<file path="config.mk">
export PLATFORM = sky130hd
export DESIGN_NAME = timed_color_step_sequencer_flat
export DESIGN_NICKNAME = d
export VERILOG_FILES = /design/src/tcss_pkg.sv /design/src/tcss_if.sv /design/src/tcss_ram.sv /design/src/tcss_csr.sv /design/src/tcss_ctrl.sv /design/src/timed_color_step_sequencer.sv /design/src/flat_wrapper.sv
export VERILOG_INCLUDE_DIRS = /design/src /design/src/src
export SDC_FILE = /design/constraint.sdc
export NUM_CORES = 1
export LEC_CHECK = 0
export ABC_AREA = 1
export BUFFER_PORTS_ARGS = -buffer_cell sky130_fd_sc_hd__buf_2
export CAP_MARGIN = 0
export CORE_AREA = 5 5 340 308
export DETAILED_ROUTE_END_ITERATION = 10
export DIE_AREA = 0 0 345 313
export HOLD_SLACK_MARGIN = 0.1
export SETUP_SLACK_MARGIN = 0.05
export SYNTH_ARGS = -nofsm -noshare
export SYNTH_HDL_FRONTEND = slang
export SYNTH_SLANG_ARGS = --single-unit
</file>
<file path="constraint.sdc">
create_clock -name clock -period 13.1 [get_ports clock]
set_clock_uncertainty 0.1 [all_clocks]
set_input_delay 0.655 -clock clock [delete_from_list [all_inputs] [get_ports clock]]
set_output_delay 0.655 -clock clock [all_outputs]
set_load 0.03 [all_outputs]
</file>
<file path="src/timed_color_step_sequencer_assert.svh">
// ----------------------------------------------------------------------------
// Assertion macros for the timed color step sequencer
// Property forms used by the sequencer control module.
// ----------------------------------------------------------------------------
`ifndef TIMED_COLOR_STEP_SEQUENCER_ASSERT_SVH
`define TIMED_COLOR_STEP_SEQUENCER_ASSERT_SVH

// The consequence must hold in the same cycle as the condition.
`define TCSS_ASSERT_SAME(label, clk, rst, ante, cons, msg) \
   label: assert property (@(posedge clk) disable iff (rst) (ante) |-> (cons)) \
      else $error(msg);

// The consequence must hold in the cycle after the condition.
`define TCSS_ASSERT_NEXT(label, clk, rst, ante, cons, msg) \
   label: assert property (@(posedge clk) disable iff (rst) (ante) |=> (cons)) \
      else $error(msg);

`endif

</file>
<file path="src/tcss_pkg.sv">
// ----------------------------------------------------------------------------
// tcss_pkg
// Types, constants and helper functions shared by the sequencer modules.
// ----------------------------------------------------------------------------
package tcss_pkg;

   // Table sizes.
   localparam int MAX_STEPS = 8;
   localparam int MAX_LEDS  = 8;

   // Field widths.
   localparam int STEP_W  = 3;
   localparam int SLOT_W  = 3;
   localparam int COUNT_W = 4;
   localparam int CHAN_W  = 8;
   localparam int MS_W    = 32;
   localparam int LED_W   = 16;
   localparam int REG_W   = 2;

   // Operation codes of an input item.
   typedef enum logic [1:0] {
      OP_TICK       = 2'd0,
      OP_START      = 2'd1,
      OP_WRITE_STEP = 2'd2,
      OP_WRITE_LED  = 2'd3
   } op_type;

   // Configuration register indexes.
   typedef logic [REG_W-1:0] reg_index_type;
   localparam reg_index_type REG_STEPS_IN_USE = 2'd0;
   localparam reg_index_type REG_LEDS_IN_USE  = 2'd1;
   localparam reg_index_type REG_FADE_TIME    = 2'd2;

   // One word of the step memory.
   typedef struct packed {
      logic [CHAN_W-1:0] red;
      logic [CHAN_W-1:0] green;
      logic [CHAN_W-1:0] blue;
      logic [MS_W-1:0]   duration_ms;
   } step_entry_type;

   // Effective configuration, counts already clamped to the table sizes.
   typedef struct packed {
      logic [COUNT_W-1:0] steps;
      logic [COUNT_W-1:0] leds;
      logic [MS_W-1:0]    fade_ms;
   } cfg_type;

   // Access requests toward the step memory.
   typedef struct packed {
      logic               wr_en;
      logic [SLOT_W-1:0]  wr_addr;
      step_entry_type     wr_data;
      logic [SLOT_W-1:0]  rd_addr;
   } step_mem_req_type;

   // Access requests toward the LED memory.
   typedef struct packed {
      logic               wr_en;
      logic [SLOT_W-1:0]  wr_addr;
      logic [LED_W-1:0]   wr_data;
      logic [SLOT_W-1:0]  rd_addr;
   } led_mem_req_type;

   // Clamp a count to a maximum.
   function automatic logic [COUNT_W-1:0] clamp_count(input logic [COUNT_W-1:0] value,
                                                      input logic [COUNT_W-1:0] limit);
      clamp_count = (value > limit) ? limit : value;
   endfunction

   // Next step index, wrapping modulo the step count. The incremented value
   // is at most MAX_STEPS, so at most MAX_STEPS subtractions are needed.
   function automatic logic [STEP_W-1:0] next_step(input logic [STEP_W-1:0]  cur,
                                                   input logic [COUNT_W-1:0] steps);
      logic [COUNT_W-1:0] v;
      v = COUNT_W'(cur) + COUNT_W'(1);
      for (int k = 0; k < MAX_STEPS; k++) begin
         if (steps != '0 && v >= steps) begin
            v = v - steps;
         end
      end
      next_step = v[STEP_W-1:0];
   endfunction

endpackage

</file>
<file path="src/tcss_if.sv">
// ----------------------------------------------------------------------------
// Sequencer channel interfaces
// Request, response and configuration channels with valid/ready handshakes.
// ----------------------------------------------------------------------------

// Input items: table writes, start and tick.
interface tcss_req_if;
   import tcss_pkg::*;

   logic                valid;
   logic                ready;
   op_type              operation;
   logic [MS_W-1:0]     tick_ms;
   logic [SLOT_W-1:0]   entry_slot;
   logic [CHAN_W-1:0]   entry_red;
   logic [CHAN_W-1:0]   entry_green;
   logic [CHAN_W-1:0]   entry_blue;
   logic [MS_W-1:0]     entry_duration_ms;
   logic [LED_W-1:0]    entry_led;

   modport source (output valid, operation, tick_ms, entry_slot, entry_red, entry_green,
                   entry_blue, entry_duration_ms, entry_led, input ready);
   modport sink (input valid, operation, tick_ms, entry_slot, entry_red, entry_green,
                 entry_blue, entry_duration_ms, entry_led, output ready);
endinterface

// Result items: one LED drive command per transfer.
interface tcss_rsp_if;
   import tcss_pkg::*;

   logic                valid;
   logic                ready;
   logic [LED_W-1:0]    led_number;
   logic [CHAN_W-1:0]   out_red;
   logic [CHAN_W-1:0]   out_green;
   logic [CHAN_W-1:0]   out_blue;
   logic [MS_W-1:0]     fade_ms;
   logic [STEP_W-1:0]   step_number;
   logic                last;

   modport source (output valid, led_number, out_red, out_green, out_blue, fade_ms,
                   step_number, last, input ready);
   modport sink (input valid, led_number, out_red, out_green, out_blue, fade_ms,
                 step_number, last, output ready);
endinterface

// Configuration register writes.
interface tcss_csr_if;
   import tcss_pkg::*;

   logic                valid;
   logic                ready;
   reg_index_type       reg_index;
   logic [MS_W-1:0]     wr_data;

   modport source (output valid, reg_index, wr_data, input ready);
   modport sink (input valid, reg_index, wr_data, output ready);
endinterface

</file>
<file path="src/tcss_ram.sv">
// ----------------------------------------------------------------------------
// tcss_ram
// Generic memory with one write port and one registered read port.
// ----------------------------------------------------------------------------
module tcss_ram #(
   parameter int WIDTH = 8,
   parameter int DEPTH = 8
) (
   input  logic                     clock,
   input  logic                     wr_en,
   input  logic [$clog2(DEPTH)-1:0] wr_addr,
   input  logic [WIDTH-1:0]         wr_data,
   input  logic [$clog2(DEPTH)-1:0] rd_addr,
   output logic [WIDTH-1:0]         rd_data
);

   logic [WIDTH-1:0] mem_ff [DEPTH];
   logic [WIDTH-1:0] rd_data_ff;

   // Write and read; a read of the entry written in the same cycle sees old data.
   always_ff @(posedge clock) begin
      if (wr_en) begin
         mem_ff[wr_addr] <= wr_data;
      end
      rd_data_ff <= mem_ff[rd_addr];
   end

   assign rd_data = rd_data_ff;

endmodule

</file>
<file path="src/tcss_csr.sv">
// ----------------------------------------------------------------------------
// tcss_csr
// Configuration registers with count clamping.
// ----------------------------------------------------------------------------
module tcss_csr (
   input  logic               clock,
   input  logic               reset,
   tcss_csr_if.sink           csr,
   output tcss_pkg::cfg_type  cfg
);
   import tcss_pkg::*;

   logic [COUNT_W-1:0] steps_ff, steps_in;
   logic [COUNT_W-1:0] leds_ff, leds_in;
   logic [MS_W-1:0]    fade_ff, fade_in;
   logic               wr_fire;

   // Writes are always taken.
   assign csr.ready = 1'b1;
   assign wr_fire   = csr.valid & csr.ready;

   // Register decode; unknown indexes are dropped.
   always_comb begin
      steps_in = steps_ff;
      leds_in  = leds_ff;
      fade_in  = fade_ff;
      if (wr_fire) begin
         case (csr.reg_index)
            REG_STEPS_IN_USE: steps_in = csr.wr_data[COUNT_W-1:0];
            REG_LEDS_IN_USE:  leds_in  = csr.wr_data[COUNT_W-1:0];
            REG_FADE_TIME:    fade_in  = csr.wr_data;
            default:          ;
         endcase
      end
   end

   always_ff @(posedge clock) begin
      if (reset) begin
         steps_ff <= COUNT_W'(1);
         leds_ff  <= COUNT_W'(1);
         fade_ff  <= '0;
      end else begin
         steps_ff <= steps_in;
         leds_ff  <= leds_in;
         fade_ff  <= fade_in;
      end
   end

   // Counts above the table sizes act as the table size.
   assign cfg.steps   = clamp_count(steps_ff, COUNT_W'(MAX_STEPS));
   assign cfg.leds    = clamp_count(leds_ff, COUNT_W'(MAX_LEDS));
   assign cfg.fade_ms = fade_ff;

endmodule

</file>
<file path="src/tcss_ctrl.sv">
// ----------------------------------------------------------------------------
// tcss_ctrl
// Sequencer control: reads step and LED entries, advances the step and
// issues drive commands through an output register.
// ----------------------------------------------------------------------------
`include "timed_color_step_sequencer_assert.svh"

module tcss_ctrl (
   input  logic                        clock,
   input  logic                        reset,
   input  tcss_pkg::cfg_type           cfg,
   tcss_req_if.sink                    req,
   tcss_rsp_if.source                  rsp,
   output tcss_pkg::step_mem_req_type  step_mem,
   input  tcss_pkg::step_entry_type    step_rd_data,
   output tcss_pkg::led_mem_req_type   led_mem,
   input  logic [tcss_pkg::LED_W-1:0]  led_rd_data
);
   import tcss_pkg::*;

   typedef enum logic [1:0] {
      S_IDLE,
      S_EVAL,
      S_EMIT,
      S_MOVE
   } state_type;

   state_type           state_ff, state_in;
   logic [STEP_W-1:0]   cur_ff, cur_in;
   logic [MS_W-1:0]     elapsed_ff, elapsed_in;
   logic [COUNT_W-1:0]  moves_ff, moves_in;
   logic [SLOT_W-1:0]   idx_ff, idx_in;
   logic                pending_ff, pending_in;
   logic                more_ff, more_in;
   logic [3*CHAN_W-1:0] color_ff, color_in;
   logic [MS_W-1:0]     dur_ff, dur_in;

   logic                rsp_valid_ff, rsp_valid_in;
   logic [LED_W-1:0]    led_number_ff, led_number_in;
   logic [CHAN_W-1:0]   red_ff, red_in;
   logic [CHAN_W-1:0]   green_ff, green_in;
   logic [CHAN_W-1:0]   blue_ff, blue_in;
   logic [MS_W-1:0]     fade_ff, fade_in;
   logic [STEP_W-1:0]   step_number_ff, step_number_in;
   logic                last_ff, last_in;

   logic                req_fire;
   logic                out_free;
   logic                more_now;
   logic                last_led;
   logic                out_load;

   // Items are taken only between sequences; the output register may still hold
   // a command that waits for its transfer.
   assign req.ready = (state_ff == S_IDLE);
   assign req_fire  = req.valid & req.ready;
   assign out_free  = ~rsp_valid_ff | rsp.ready;

   // Another move follows when the move budget allows and the step read back
   // from memory has expired or has zero duration.
   assign more_now = (moves_ff < cfg.steps) &&
                     ((step_rd_data.duration_ms == '0) ||
                      (elapsed_ff >= step_rd_data.duration_ms));
   assign last_led = (COUNT_W'(idx_ff) == (cfg.leds - COUNT_W'(1)));
   assign out_load = (state_ff == S_EMIT) && out_free;

   // Next state and datapath.
   always_comb begin
      state_in       = state_ff;
      cur_in         = cur_ff;
      elapsed_in     = elapsed_ff;
      moves_in       = moves_ff;
      idx_in         = idx_ff;
      pending_in     = pending_ff;
      more_in        = more_ff;
      color_in       = color_ff;
      dur_in         = dur_ff;
      rsp_valid_in   = rsp_valid_ff & ~rsp.ready;
      led_number_in  = led_number_ff;
      red_in         = red_ff;
      green_in       = green_ff;
      blue_in        = blue_ff;
      fade_in        = fade_ff;
      step_number_in = step_number_ff;
      last_in        = last_ff;

      step_mem.wr_en   = 1'b0;
      step_mem.wr_addr = req.entry_slot;
      step_mem.wr_data = '{red: req.entry_red, green: req.entry_green,
                           blue: req.entry_blue, duration_ms: req.entry_duration_ms};
      led_mem.wr_en    = 1'b0;
      led_mem.wr_addr  = req.entry_slot;
      led_mem.wr_data  = req.entry_led;

      case (state_ff)
         S_IDLE: begin
            if (req_fire) begin
               case (req.operation)
                  OP_TICK: begin
                     if (cfg.steps != '0) begin
                        elapsed_in = elapsed_ff + req.tick_ms;
                        moves_in   = '0;
                        pending_in = 1'b0;
                        state_in   = S_EVAL;
                     end
                  end
                  OP_START: begin
                     cur_in     = '0;
                     elapsed_in = '0;
                     if (cfg.steps != '0) begin
                        // A full move budget means no move follows the drive.
                        moves_in   = cfg.steps;
                        pending_in = 1'b1;
                        state_in   = S_EVAL;
                     end
                  end
                  OP_WRITE_STEP: begin
                     step_mem.wr_en = (COUNT_W'(req.entry_slot) < COUNT_W'(MAX_STEPS));
                  end
                  OP_WRITE_LED: begin
                     led_mem.wr_en = (COUNT_W'(req.entry_slot) < COUNT_W'(MAX_LEDS));
                  end
                  default: ;
               endcase
            end
         end

         S_EVAL: begin
            // Step entry of the current step is now on the read port.
            color_in   = {step_rd_data.red, step_rd_data.green, step_rd_data.blue};
            dur_in     = step_rd_data.duration_ms;
            more_in    = more_now;
            idx_in     = '0;
            pending_in = 1'b0;
            if (pending_ff && cfg.leds != '0) begin
               state_in = S_EMIT;
            end else if (more_now) begin
               state_in = S_MOVE;
            end else begin
               state_in = S_IDLE;
            end
         end

         S_EMIT: begin
            // One command per LED; the LED entry is read ahead at the next LED index.
            if (out_free) begin
               rsp_valid_in   = 1'b1;
               led_number_in  = led_rd_data;
               red_in         = color_ff[3*CHAN_W-1:2*CHAN_W];
               green_in       = color_ff[2*CHAN_W-1:CHAN_W];
               blue_in        = color_ff[CHAN_W-1:0];
               fade_in        = cfg.fade_ms;
               step_number_in = cur_ff;
               last_in        = last_led & ~more_ff;
               idx_in         = idx_ff + SLOT_W'(1);
               if (last_led) begin
                  state_in = more_ff ? S_MOVE : S_IDLE;
               end
            end
         end

         S_MOVE: begin
            if (dur_ff != '0) begin
               elapsed_in = elapsed_ff - dur_ff;
            end
            cur_in     = next_step(cur_ff, cfg.steps);
            moves_in   = moves_ff + COUNT_W'(1);
            pending_in = 1'b1;
            state_in   = S_EVAL;
         end

         default: begin
            state_in = S_IDLE;
         end
      endcase

      // Reads follow the next step and LED index, ready once those are current.
      step_mem.rd_addr = cur_in;
      led_mem.rd_addr  = idx_in;
   end

   // State and registered outputs.
   always_ff @(posedge clock) begin
      if (reset) begin
         state_ff     <= S_IDLE;
         cur_ff       <= '0;
         elapsed_ff   <= '0;
         moves_ff     <= '0;
         pending_ff   <= 1'b0;
         rsp_valid_ff <= 1'b0;
      end else begin
         state_ff     <= state_in;
         cur_ff       <= cur_in;
         elapsed_ff   <= elapsed_in;
         moves_ff     <= moves_in;
         pending_ff   <= pending_in;
         rsp_valid_ff <= rsp_valid_in;
      end
      idx_ff         <= idx_in;
      more_ff        <= more_in;
      color_ff       <= color_in;
      dur_ff         <= dur_in;
      led_number_ff  <= led_number_in;
      red_ff         <= red_in;
      green_ff       <= green_in;
      blue_ff        <= blue_in;
      fade_ff        <= fade_in;
      step_number_ff <= step_number_in;
      last_ff        <= last_in;
   end

   // Response payload from the output register.
   assign rsp.valid       = rsp_valid_ff;
   assign rsp.led_number  = led_number_ff;
   assign rsp.out_red     = red_ff;
   assign rsp.out_green   = green_ff;
   assign rsp.out_blue    = blue_ff;
   assign rsp.fade_ms     = fade_ff;
   assign rsp.step_number = step_number_ff;
   assign rsp.last        = last_ff;

   // A command flagged last ends the sequence.
   `TCSS_ASSERT_NEXT(a_last_ends, clock, reset, out_load && last_in, state_ff == S_IDLE,
      "last command loaded but sequence continues")
   // A move always lands on a step inside the loop.
   `TCSS_ASSERT_NEXT(a_move_in_range, clock, reset, state_ff == S_MOVE && cfg.steps != '0,
      COUNT_W'(cur_ff) < $past(cfg.steps), "step index outside the loop after a move")
   // Each move counts exactly once.
   `TCSS_ASSERT_NEXT(a_move_count, clock, reset, state_ff == S_MOVE,
      moves_ff == $past(moves_ff) + COUNT_W'(1), "move counter did not advance")
   // No new item is taken while commands are still being produced.
   `TCSS_ASSERT_SAME(a_no_accept_busy, clock, reset, state_ff == S_EMIT,
      !req_fire && !step_mem.wr_en && !led_mem.wr_en, "table access during emission")

endmodule

</file>
<file path="src/timed_color_step_sequencer.sv">
// ----------------------------------------------------------------------------
// timed_color_step_sequencer
// Plays a looping table of color steps on a group of LEDs.
// ----------------------------------------------------------------------------
//
//   Channel   Direction  Carries
//   req_chan  in         tick, start, step entry write, LED entry write
//   rsp_chan  out        one LED drive command per transfer, last flagged
//   csr_chan  in         configuration register writes
//
// A start passes the evaluate state and emits one command per LED; a tick
// passes the evaluate state and then, per move, the move and evaluate states,
// emitting one command per LED. Commands leave at one per cycle while the
// response side takes them, bound by the single LED memory read port and the
// step memory read that each move needs. Reset clears the step position and
// elapsed time; table contents are undefined until written. A stalled
// response holds the sequencer in place without losing commands.
// ----------------------------------------------------------------------------
module timed_color_step_sequencer (
   input  logic       clock,
   input  logic       reset,
   tcss_req_if.sink   req_chan,
   tcss_rsp_if.source rsp_chan,
   tcss_csr_if.sink   csr_chan
);
   import tcss_pkg::*;

   cfg_type          cfg;
   step_mem_req_type step_mem;
   step_entry_type   step_rd_data;
   led_mem_req_type  led_mem;
   logic [LED_W-1:0] led_rd_data;

   // Configuration registers.
   tcss_csr u_csr (
      .clock (clock),
      .reset (reset),
      .csr   (csr_chan),
      .cfg   (cfg)
   );

   // Step colors and durations.
   tcss_ram #(
      .WIDTH ($bits(step_entry_type)),
      .DEPTH (MAX_STEPS)
   ) u_step_ram (
      .clock   (clock),
      .wr_en   (step_mem.wr_en),
      .wr_addr (step_mem.wr_addr),
      .wr_data (step_mem.wr_data),
      .rd_addr (step_mem.rd_addr),
      .rd_data (step_rd_data)
   );

   // LED numbers.
   tcss_ram #(
      .WIDTH (LED_W),
      .DEPTH (MAX_LEDS)
   ) u_led_ram (
      .clock   (clock),
      .wr_en   (led_mem.wr_en),
      .wr_addr (led_mem.wr_addr),
      .wr_data (led_mem.wr_data),
      .rd_addr (led_mem.rd_addr),
      .rd_data (led_rd_data)
   );

   // Sequencer control.
   tcss_ctrl u_ctrl (
      .clock        (clock),
      .reset        (reset),
      .cfg          (cfg),
      .req          (req_chan),
      .rsp          (rsp_chan),
      .step_mem     (step_mem),
      .step_rd_data (step_rd_data),
      .led_mem      (led_mem),
      .led_rd_data  (led_rd_data)
   );

endmodule

</file>
<file path="src/flat_wrapper.sv">
// flat-port wrapper written by rule: the top's interface ports become plain ports
module timed_color_step_sequencer_flat import tcss_pkg::*;
  (clock, reset, req_chan_valid, req_chan_operation, req_chan_tick_ms, req_chan_entry_slot, req_chan_entry_red, req_chan_entry_green, req_chan_entry_blue, req_chan_entry_duration_ms, req_chan_entry_led, req_chan_ready, rsp_chan_valid, rsp_chan_led_number, rsp_chan_out_red, rsp_chan_out_green, rsp_chan_out_blue, rsp_chan_fade_ms, rsp_chan_step_number, rsp_chan_last, rsp_chan_ready, csr_chan_valid, csr_chan_reg_index, csr_chan_wr_data, csr_chan_ready);
  tcss_req_if req_chan_i ();
  tcss_rsp_if rsp_chan_i ();
  tcss_csr_if csr_chan_i ();
  input  logic clock;
  input  logic reset;
  input wire logic [$bits(req_chan_i.valid)-1:0] req_chan_valid;
  input wire logic [$bits(req_chan_i.operation)-1:0] req_chan_operation;
  input wire logic [$bits(req_chan_i.tick_ms)-1:0] req_chan_tick_ms;
  input wire logic [$bits(req_chan_i.entry_slot)-1:0] req_chan_entry_slot;
  input wire logic [$bits(req_chan_i.entry_red)-1:0] req_chan_entry_red;
  input wire logic [$bits(req_chan_i.entry_green)-1:0] req_chan_entry_green;
  input wire logic [$bits(req_chan_i.entry_blue)-1:0] req_chan_entry_blue;
  input wire logic [$bits(req_chan_i.entry_duration_ms)-1:0] req_chan_entry_duration_ms;
  input wire logic [$bits(req_chan_i.entry_led)-1:0] req_chan_entry_led;
  output wire logic [$bits(req_chan_i.ready)-1:0] req_chan_ready;
  output wire logic [$bits(rsp_chan_i.valid)-1:0] rsp_chan_valid;
  output wire logic [$bits(rsp_chan_i.led_number)-1:0] rsp_chan_led_number;
  output wire logic [$bits(rsp_chan_i.out_red)-1:0] rsp_chan_out_red;
  output wire logic [$bits(rsp_chan_i.out_green)-1:0] rsp_chan_out_green;
  output wire logic [$bits(rsp_chan_i.out_blue)-1:0] rsp_chan_out_blue;
  output wire logic [$bits(rsp_chan_i.fade_ms)-1:0] rsp_chan_fade_ms;
  output wire logic [$bits(rsp_chan_i.step_number)-1:0] rsp_chan_step_number;
  output wire logic [$bits(rsp_chan_i.last)-1:0] rsp_chan_last;
  input wire logic [$bits(rsp_chan_i.ready)-1:0] rsp_chan_ready;
  input wire logic [$bits(csr_chan_i.valid)-1:0] csr_chan_valid;
  input wire logic [$bits(csr_chan_i.reg_index)-1:0] csr_chan_reg_index;
  input wire logic [$bits(csr_chan_i.wr_data)-1:0] csr_chan_wr_data;
  output wire logic [$bits(csr_chan_i.ready)-1:0] csr_chan_ready;
  assign req_chan_i.valid = req_chan_valid;
  assign req_chan_i.operation = req_chan_operation;
  assign req_chan_i.tick_ms = req_chan_tick_ms;
  assign req_chan_i.entry_slot = req_chan_entry_slot;
  assign req_chan_i.entry_red = req_chan_entry_red;
  assign req_chan_i.entry_green = req_chan_entry_green;
  assign req_chan_i.entry_blue = req_chan_entry_blue;
  assign req_chan_i.entry_duration_ms = req_chan_entry_duration_ms;
  assign req_chan_i.entry_led = req_chan_entry_led;
  assign req_chan_ready = req_chan_i.ready;
  assign rsp_chan_valid = rsp_chan_i.valid;
  assign rsp_chan_led_number = rsp_chan_i.led_number;
  assign rsp_chan_out_red = rsp_chan_i.out_red;
  assign rsp_chan_out_green = rsp_chan_i.out_green;
  assign rsp_chan_out_blue = rsp_chan_i.out_blue;
  assign rsp_chan_fade_ms = rsp_chan_i.fade_ms;
  assign rsp_chan_step_number = rsp_chan_i.step_number;
  assign rsp_chan_last = rsp_chan_i.last;
  assign rsp_chan_i.ready = rsp_chan_ready;
  assign csr_chan_i.valid = csr_chan_valid;
  assign csr_chan_i.reg_index = csr_chan_reg_index;
  assign csr_chan_i.wr_data = csr_chan_wr_data;
  assign csr_chan_ready = csr_chan_i.ready;
  timed_color_step_sequencer u_core (.clock(clock), .reset(reset), .req_chan(req_chan_i), .rsp_chan(rsp_chan_i), .csr_chan(csr_chan_i));
endmodule
</file>
After elaboration in Yosys (flattened, before gate mapping):

Memories as Yosys holds them, arrays and structs flattened. A register that Yosys moved wholly into a read port is not among the register bits.
Index checks and enable logic that the tools add are counted.

* add/subtract/negate cells: 14
* $lt $le $gt $ge: 12
* equality and inequality tests: 18
* muxes and demuxes: 58
* bitwise operators: 7
* reductions and logical operators: 29

Operators with widths (number)
* $pmux 32 s2: 2
* $mux 32: 3
* $mux 4: 19
* $add 32x32->32: 1
* $ge 32x32->1: 1
* $ge 4x4->1: 8
* $logic_not 32->1: 1
* $reduce_bool 32->1: 1
* $sub 32x32->32: 1
* $sub 4x4->4: 7
* $reduce_and 5->1: 4
* $mux 2: 8
* $pmux 4 s2: 2
* $mux 1: 15
* $mux 3: 4
* $pmux 3 s2: 2
* $eq 2x2->1 const B: 5
* $logic_and 1x1->1: 10
* $gt 4x4->1 const B: 2
* $ne 2x2->1 const B: 4
* $pmux 2 s4: 1
* $reduce_and 2->1: 4
* $reduce_bool 4->1: 2
* $eq 2x1->1 const B: 3
* other kinds (20): 28

* register bits: 219
* RAM bits: 576
* input bits: 148
* output and inout port bits: 79
* logic and storage cells: 160
* memories: 2

Memories
* u_core.u_step_ram.mem_ff: depth 8, width 56, read ports 1, clocked after Yosys merged registers in 1, write ports 1, RTL line tcss_ram.sv:17 `logic [WIDTH-1:0] mem_ff [DEPTH];`
* u_core.u_led_ram.mem_ff: depth 8, width 16, read ports 1, clocked after Yosys merged registers in 1, write ports 1, RTL line tcss_ram.sv:17

Logic depth before layout (Yosys ltp):

* word-level depth: 34
* mapped depth: 76

Cells and area by module:

A second synthesis with hierarchy kept.

* cells, all modules: 4483
* area total of the unflattened synthesis: 41713.8 µm²

By module, submodules not included
* tcss_ram at u_core.u_step_ram: times used 1, cells an instance 2010, area each 20699.9 µm², seq. area each 14574.0 µm²
* tcss_ctrl: times used 1, cells an instance 1617, area each 13286.5 µm², seq. area each 4914.7 µm²
* tcss_ram at u_core.u_led_ram: times used 1, cells an instance 587, area each 5989.5 µm², seq. area each 4164.0 µm²
* tcss_csr: times used 1, cells an instance 269, area each 1737.9 µm², seq. area each 800.8 µm²

Least setup slack after synthesis:

Ideal clock, no wire load.

* kind: reg2reg
* start: register u_core.u_csr.steps_ff[1]
* end: register u_core.u_step_ram.rd_data_ff[28] (netlist: u_core.u_step_ram.rd_data[28]), read port of u_core.u_step_ram.mem_ff
* arrival time: 11906 ps
* setup slack: 981 ps
* cell stages (with the launch flop): 69
* path buffers: 2
* clock period less this slack: 12119 ps
* cells stage by stage: dfxtp_1 > inv_2 > nor2_1 > inv_1 > ha_1 > nand2_1 > nand2_1 > nand2_1 > nand2_2 > nand2_2 > nand2_1 > and2_1 > ha_1 > fa_1 > nand3b_1 > nand3_1 > nand2_4 > nand3_2 > [... 33 more ...] > nor2_1 > a311oi_1 > o21bai_1 > nand2_1 > inv_1 > nand2_1 > nand2_1 > inv_1 > nand2_2 > nand2_4 > nand2_4 > buf_6 > buf_2 > nand2_1 > nand3_1 > nand2_1 > nand2_1 > nand2_1

* word-level cells in the longest chain between the ends: 34

Ends and longest elaborated chain
* start: declaration: RTL line tcss_csr.sv:13 `logic [COUNT_W-1:0] steps_ff, steps_in;`
* start signal: assignment: RTL line tcss_csr.sv:43 `steps_ff <= steps_in;`
* $gt 4x4->1: RTL line tcss_pkg.sv:68 `clamp_count = (value > limit) ? limit : value;`
* $mux 4 (*): RTL line tcss_pkg.sv:68
* $ge 4x4->1 or $reduce_bool 4->1 (tied branches): RTL line tcss_pkg.sv:78 `if (steps != '0 && v >= steps) begin`
* $logic_and 1x1->1: RTL line tcss_pkg.sv:78
* $mux 4: RTL line tcss_pkg.sv:78
* $mux 4: RTL line tcss_ctrl.sv:95 `case (state_ff)`
* $ge 4x4->1: RTL line tcss_pkg.sv:78
* $logic_and 1x1->1: RTL line tcss_pkg.sv:78
* [... 18 more ...]
* $ge 4x4->1: RTL line tcss_pkg.sv:78
* $logic_and 1x1->1: RTL line tcss_pkg.sv:78
* $mux 4: RTL line tcss_pkg.sv:78
* $mux 4: RTL line tcss_ctrl.sv:95
* $ge 4x4->1: RTL line tcss_pkg.sv:78
* $logic_and 1x1->1: RTL line tcss_pkg.sv:78
* $mux 3 (*): RTL line tcss_pkg.sv:78
* $pmux 3 s2 (*): RTL line tcss_ctrl.sv:95
* end: declaration: RTL line tcss_ram.sv:18 `logic [WIDTH-1:0] rd_data_ff;`

Every way passes the cells marked *; elsewhere a longest branch is shown, timed or not. The select of a mux whose other input is x is not followed.
A chain may end at the register's enable or synchronous reset.

Worst setup path in the final report:

* start: register u_core.u_csr.steps_ff[0]
* end: register u_core.u_step_ram.rd_data_ff[47] (netlist: u_core.u_step_ram.rd_data[47]), read port of u_core.u_step_ram.mem_ff

The elaborated chain is that of the path after synthesis.

==> metrics.md <==
| Metric | Value |
|---|---|
| Run status | finished, final reports clean |
| Leftover overflow at the end of global routing | 0 |
| Post-synthesis instance total | 3,986 |
| Number of distinct standard cells referenced by the synthesized netlist | 52 |
| Maximum clock path buffer count | 3 |
| Drt initial violations | 2,312 |
| Fill cell instance count of the final layout | 9,561 |
| Fmax | 80.2 MHz |
| Cell count of the worst reg-to-reg path | between 60 and 70 |
| Residual antenna-violating net count after detailed routing | 0 |
| Crit end category | flop |
| Crit path top cell by count | nand2_1 |
| Actual slew at the worst max-slew pin | around 1300 ps |
| Clock period minus worst slack | about 12,000 ps |
| Total number of H-tree levels | 3 |
| HPWL Detailed | 61,400 um |
| Dominant cell type by area after synthesis | edfxtp_1 |
| Number of antenna violations at the first check in global routing | 24 |
| Post-DR wirelength/cell | about 19 um |
| Die Height | roughly 310 um |
| Synthesized cell area | 40,000 um^2 |
| Classification of the worst-slack hold path | primary input to flop |
| Final Cell Area | 46,400 um^2 |
| RR Startpoint | u_core.u_csr.steps_ff[0] |
| EDFF count, synth | 709 |
| CTS clk-pin slew, worst paths | 60 ps |
| Number of hold buffers added after CTS | 0 |
| Required time worst endpoint | between 10,000 and 15,000 ps |
| Core footprint | 101,000 um^2 |
| Setup violation total in the final timing report | 0 |
| Total DRC errors in the routed layout | 0 |
| Weighted congestion at the end of routability-driven global placement | 0.840 |
| Row cnt | between 100 and 150 |
| Number of sinks on the clock net | 867 |
| Clock tree from TritonCTS | done |
| Share of the synthesized area in the top cell type | 0.532 |
| Count of port buffers added during placement | 225 |
| Global-route wire length before repair | ~150,000 um |
| Final number of hold-violating endpoints | 0 |
| R2r endpoint | u_core.u_step_ram.rd_data[47] |
| Max-Slew Margin vs Limit | 0.107 |
| Insertion delay of the later-clocked pin in the worst-skew pair | between 600 and 700 ps |
| Fraction of final layout cells sized beyond drive strength 1 | 0.126 |
| I/O pin cnt | 227 |
| Most used standard cell by instance count after synthesis | nand2_1 |
| Final Net Count | 4,537 |
| Starting density of the core | 0.395 |
| Yosys warnings | 0 |
| Sequential area share after synthesis | 0.612 |
| Growth of design area from synthesis to finish | 16.2% |
| Clock root buffer master | clkbuf_16 |
| Period Utilization, post-route | 0.952 |
| Top fanout value on the critical path | 12 |
| Max-cap violations | 0 |
| Synthesized flop and latch total | a little under 900 |
| Placed Instance Area | ~43,000 um^2 |
| Wire length after detailed routing | 106,000 um |
| Drt via density | 5.00 |
| Most instantiated cells after synthesis | nand2_1 (733), edfxtp_1 (709), inv_1 (695), nand3_1 (526), a21oi_1 (189) |
| Vias in the first global route | between 20k and 30k |
| Top cells by area in the synthesized netlist | edfxtp_1 (53%), dfxtp_1 (7.9%), nand2_1 (6.9%) |
| DR vias | 28.4k |
| Num CTS Buffers | 91 |
| Pin count of the biggest net entering global routing | 137 |
| Width of the die | 345 um |
| Critical Path Max Stage Delay | 480 ps |
| Critical path launch point type | flop |
| Synth Net Count | between 4k and 5k |
| GR Util All Layers | 0.180 |
| First drt pass iteration count | 5 |
| Critical path launch point | u_core.u_csr.steps_ff[0] |
| Type of the setup path with the least slack | flop to flop |
| Synth async-reset ratio | 0 |
| CP Capture Point | u_core.u_step_ram.rd_data[47] |
| Arrival time at the worst endpoint | 12,920 ps |
| Die area | roughly 110,000 um^2 |
| Max-slew violation total from the final report | 0 |
| Slack of the worst reg-to-reg path | 630 ps |
| Syn Area/Cell | 10.0 um^2 |
| Dominant synthesized flop cell | edfxtp_1 |
| Critical path's slowest cell | fa_1 |
==> critical path, delay by kind of cell (launching register included) <==
family	cells	cell delay [ps]
adder cells (fa/ha/maj)	16	5440
flip-flops	1	370
AO/OA/AOI/OAI	8	1360
buffers and inverters	3	370
AND/OR/NAND/NOR	39	4730
==> sequential cells by signal (all words and copies together), names as in the netlist, 2 cells and up <==
signal                         count
u_core.u_csr.fade_ff              32
u_core.u_ctrl.rsp.out_red          8
u_core.u_ctrl.color_ff            24
u_core.u_ctrl.rsp.out_green        8
u_core.u_led_ram.mem_ff          128
u_core.u_csr.steps_ff              4
u_core.u_ctrl.moves_ff             4
u_core.u_ctrl.state_ff             2
u_core.u_ctrl.cur_ff               3
u_core.u_ctrl.rsp.led_number      16
u_core.u_csr.leds_ff               4
u_core.u_ctrl.idx_ff               3
u_core.u_ctrl.rsp.step_number      3
u_core.u_ctrl.rsp.out_blue         8
u_core.u_step_ram.rd_data         56
u_core.u_ctrl.elapsed_ff          32
u_core.u_led_ram.rd_data          16
u_core.u_ctrl.rsp.fade_ms         32
u_core.u_step_ram.mem_ff         448
u_core.u_ctrl.dur_ff              32
==> stage by stage <==
step                setup WS, ps  hold WS [ps]   util  setup TNS (ps)  std cells
finish                       629           149  0.459               0       5683
global route               -30.5           136  0.459            -289       5674
CTS                         90.7           106  0.452               0       5628
detailed placement          83.4           290  0.423               0       5461
global placement             412           286  0.423               0       5461
floorplan                    981           286      -               0       3986
==> final cells by class <==
type	count	area, um^2	share of cell area
well taps	1356	1700	0.0365
inverters	698	2620	0.0564
diodes	12	30.0	0.000647
flip-flops and latches	867	24500	0.527
multi-input cells	2267	12400	0.267
clock inverters	37	364	0.00784
clock buffers	130	2560	0.0551
repair buffers	316	2340	0.0503
==> worst min path at each step <==
stage / from / to / slack, ps / depth (start not counted)
2_1_floorplan: u_core.u_step_ram.rd_data[32] / u_core.u_ctrl.color_ff[0] / 290 / 0
3_3_place_gp: u_core.u_led_ram.rd_data[5] / u_core.u_ctrl.rsp.led_number[5] / 290 / 0
3_5_place_dp: u_core.u_step_ram.rd_data[47] / u_core.u_ctrl.color_ff[15] / 290 / 0
4_1_cts: req_chan_entry_green[4] / u_core.u_step_ram.mem_ff[3][44] / 110 / 1
5_1_grt: req_chan_entry_duration_ms[8] / u_core.u_step_ram.mem_ff[3][8] / 140 / 1
6_report: req_chan_entry_green[4] / u_core.u_step_ram.mem_ff[5][44] / 150 / 1
==> layout by cell type, fill, tap and decap left out, types with 19 or more instances in the layout <==
| master | n |
|---|---|
| clkbuf_16 | 107 |
| nand3_1 | 523 |
| edfxtp_1 | 709 |
| nand4_1 | 25 |
| dfxtp_1 | 154 |
| inv_1 | 693 |
| o211ai_1 | 44 |
| clkbuf_1 | 29 |
| buf_4 | 53 |
| o21bai_1 | 19 |
| ha_1 | 135 |
| buf_2 | 225 |
| or2_2 | 29 |
| o21ai_0 | 180 |
| a31oi_1 | 30 |
| nand2_1 | 727 |
| xnor2_1 | 22 |
| a21oi_1 | 186 |
| nor2_1 | 159 |
==> logic make-up (layout without fill, tap and decap cells) <==
family                     count (synthesis)  in the layout  synth area share
other                                      1             13         0.0000938
DFF                                      867            867             0.612
xor gates and xnor gates                  39             39           0.00854
buffers and inverters                    859           1181            0.0860
AOI/OAI and AO/OA                        530            531            0.0765
adders and majority gates                148            148            0.0482
and+or+nand+nor                         1542           1548             0.169
==> timing repair <==
item,in CTS,in global routing
gates resized for setup,0,28
buffers inserted,0,16
setup endpoints to repair,0,59
==> routing by layer <==
| metal | GRT usage | up-vias | part of all wire |
|---|---|---|---|
| li1 | - | 14000 | - |
| met1 | 0.256 | 13500 | 0.46 |
| met2 | 0.286 | 801 | 0.46 |
| met3 | 0.0332 | 164 | 0.061 |
| met4 | 0.0485 | 12 | 0.022 |
| met5 | 0 | - | 0.00075 |
Power is not shown: default switching activity piles up to over one toggle a cycle in this logic, so the estimate is an artifact.
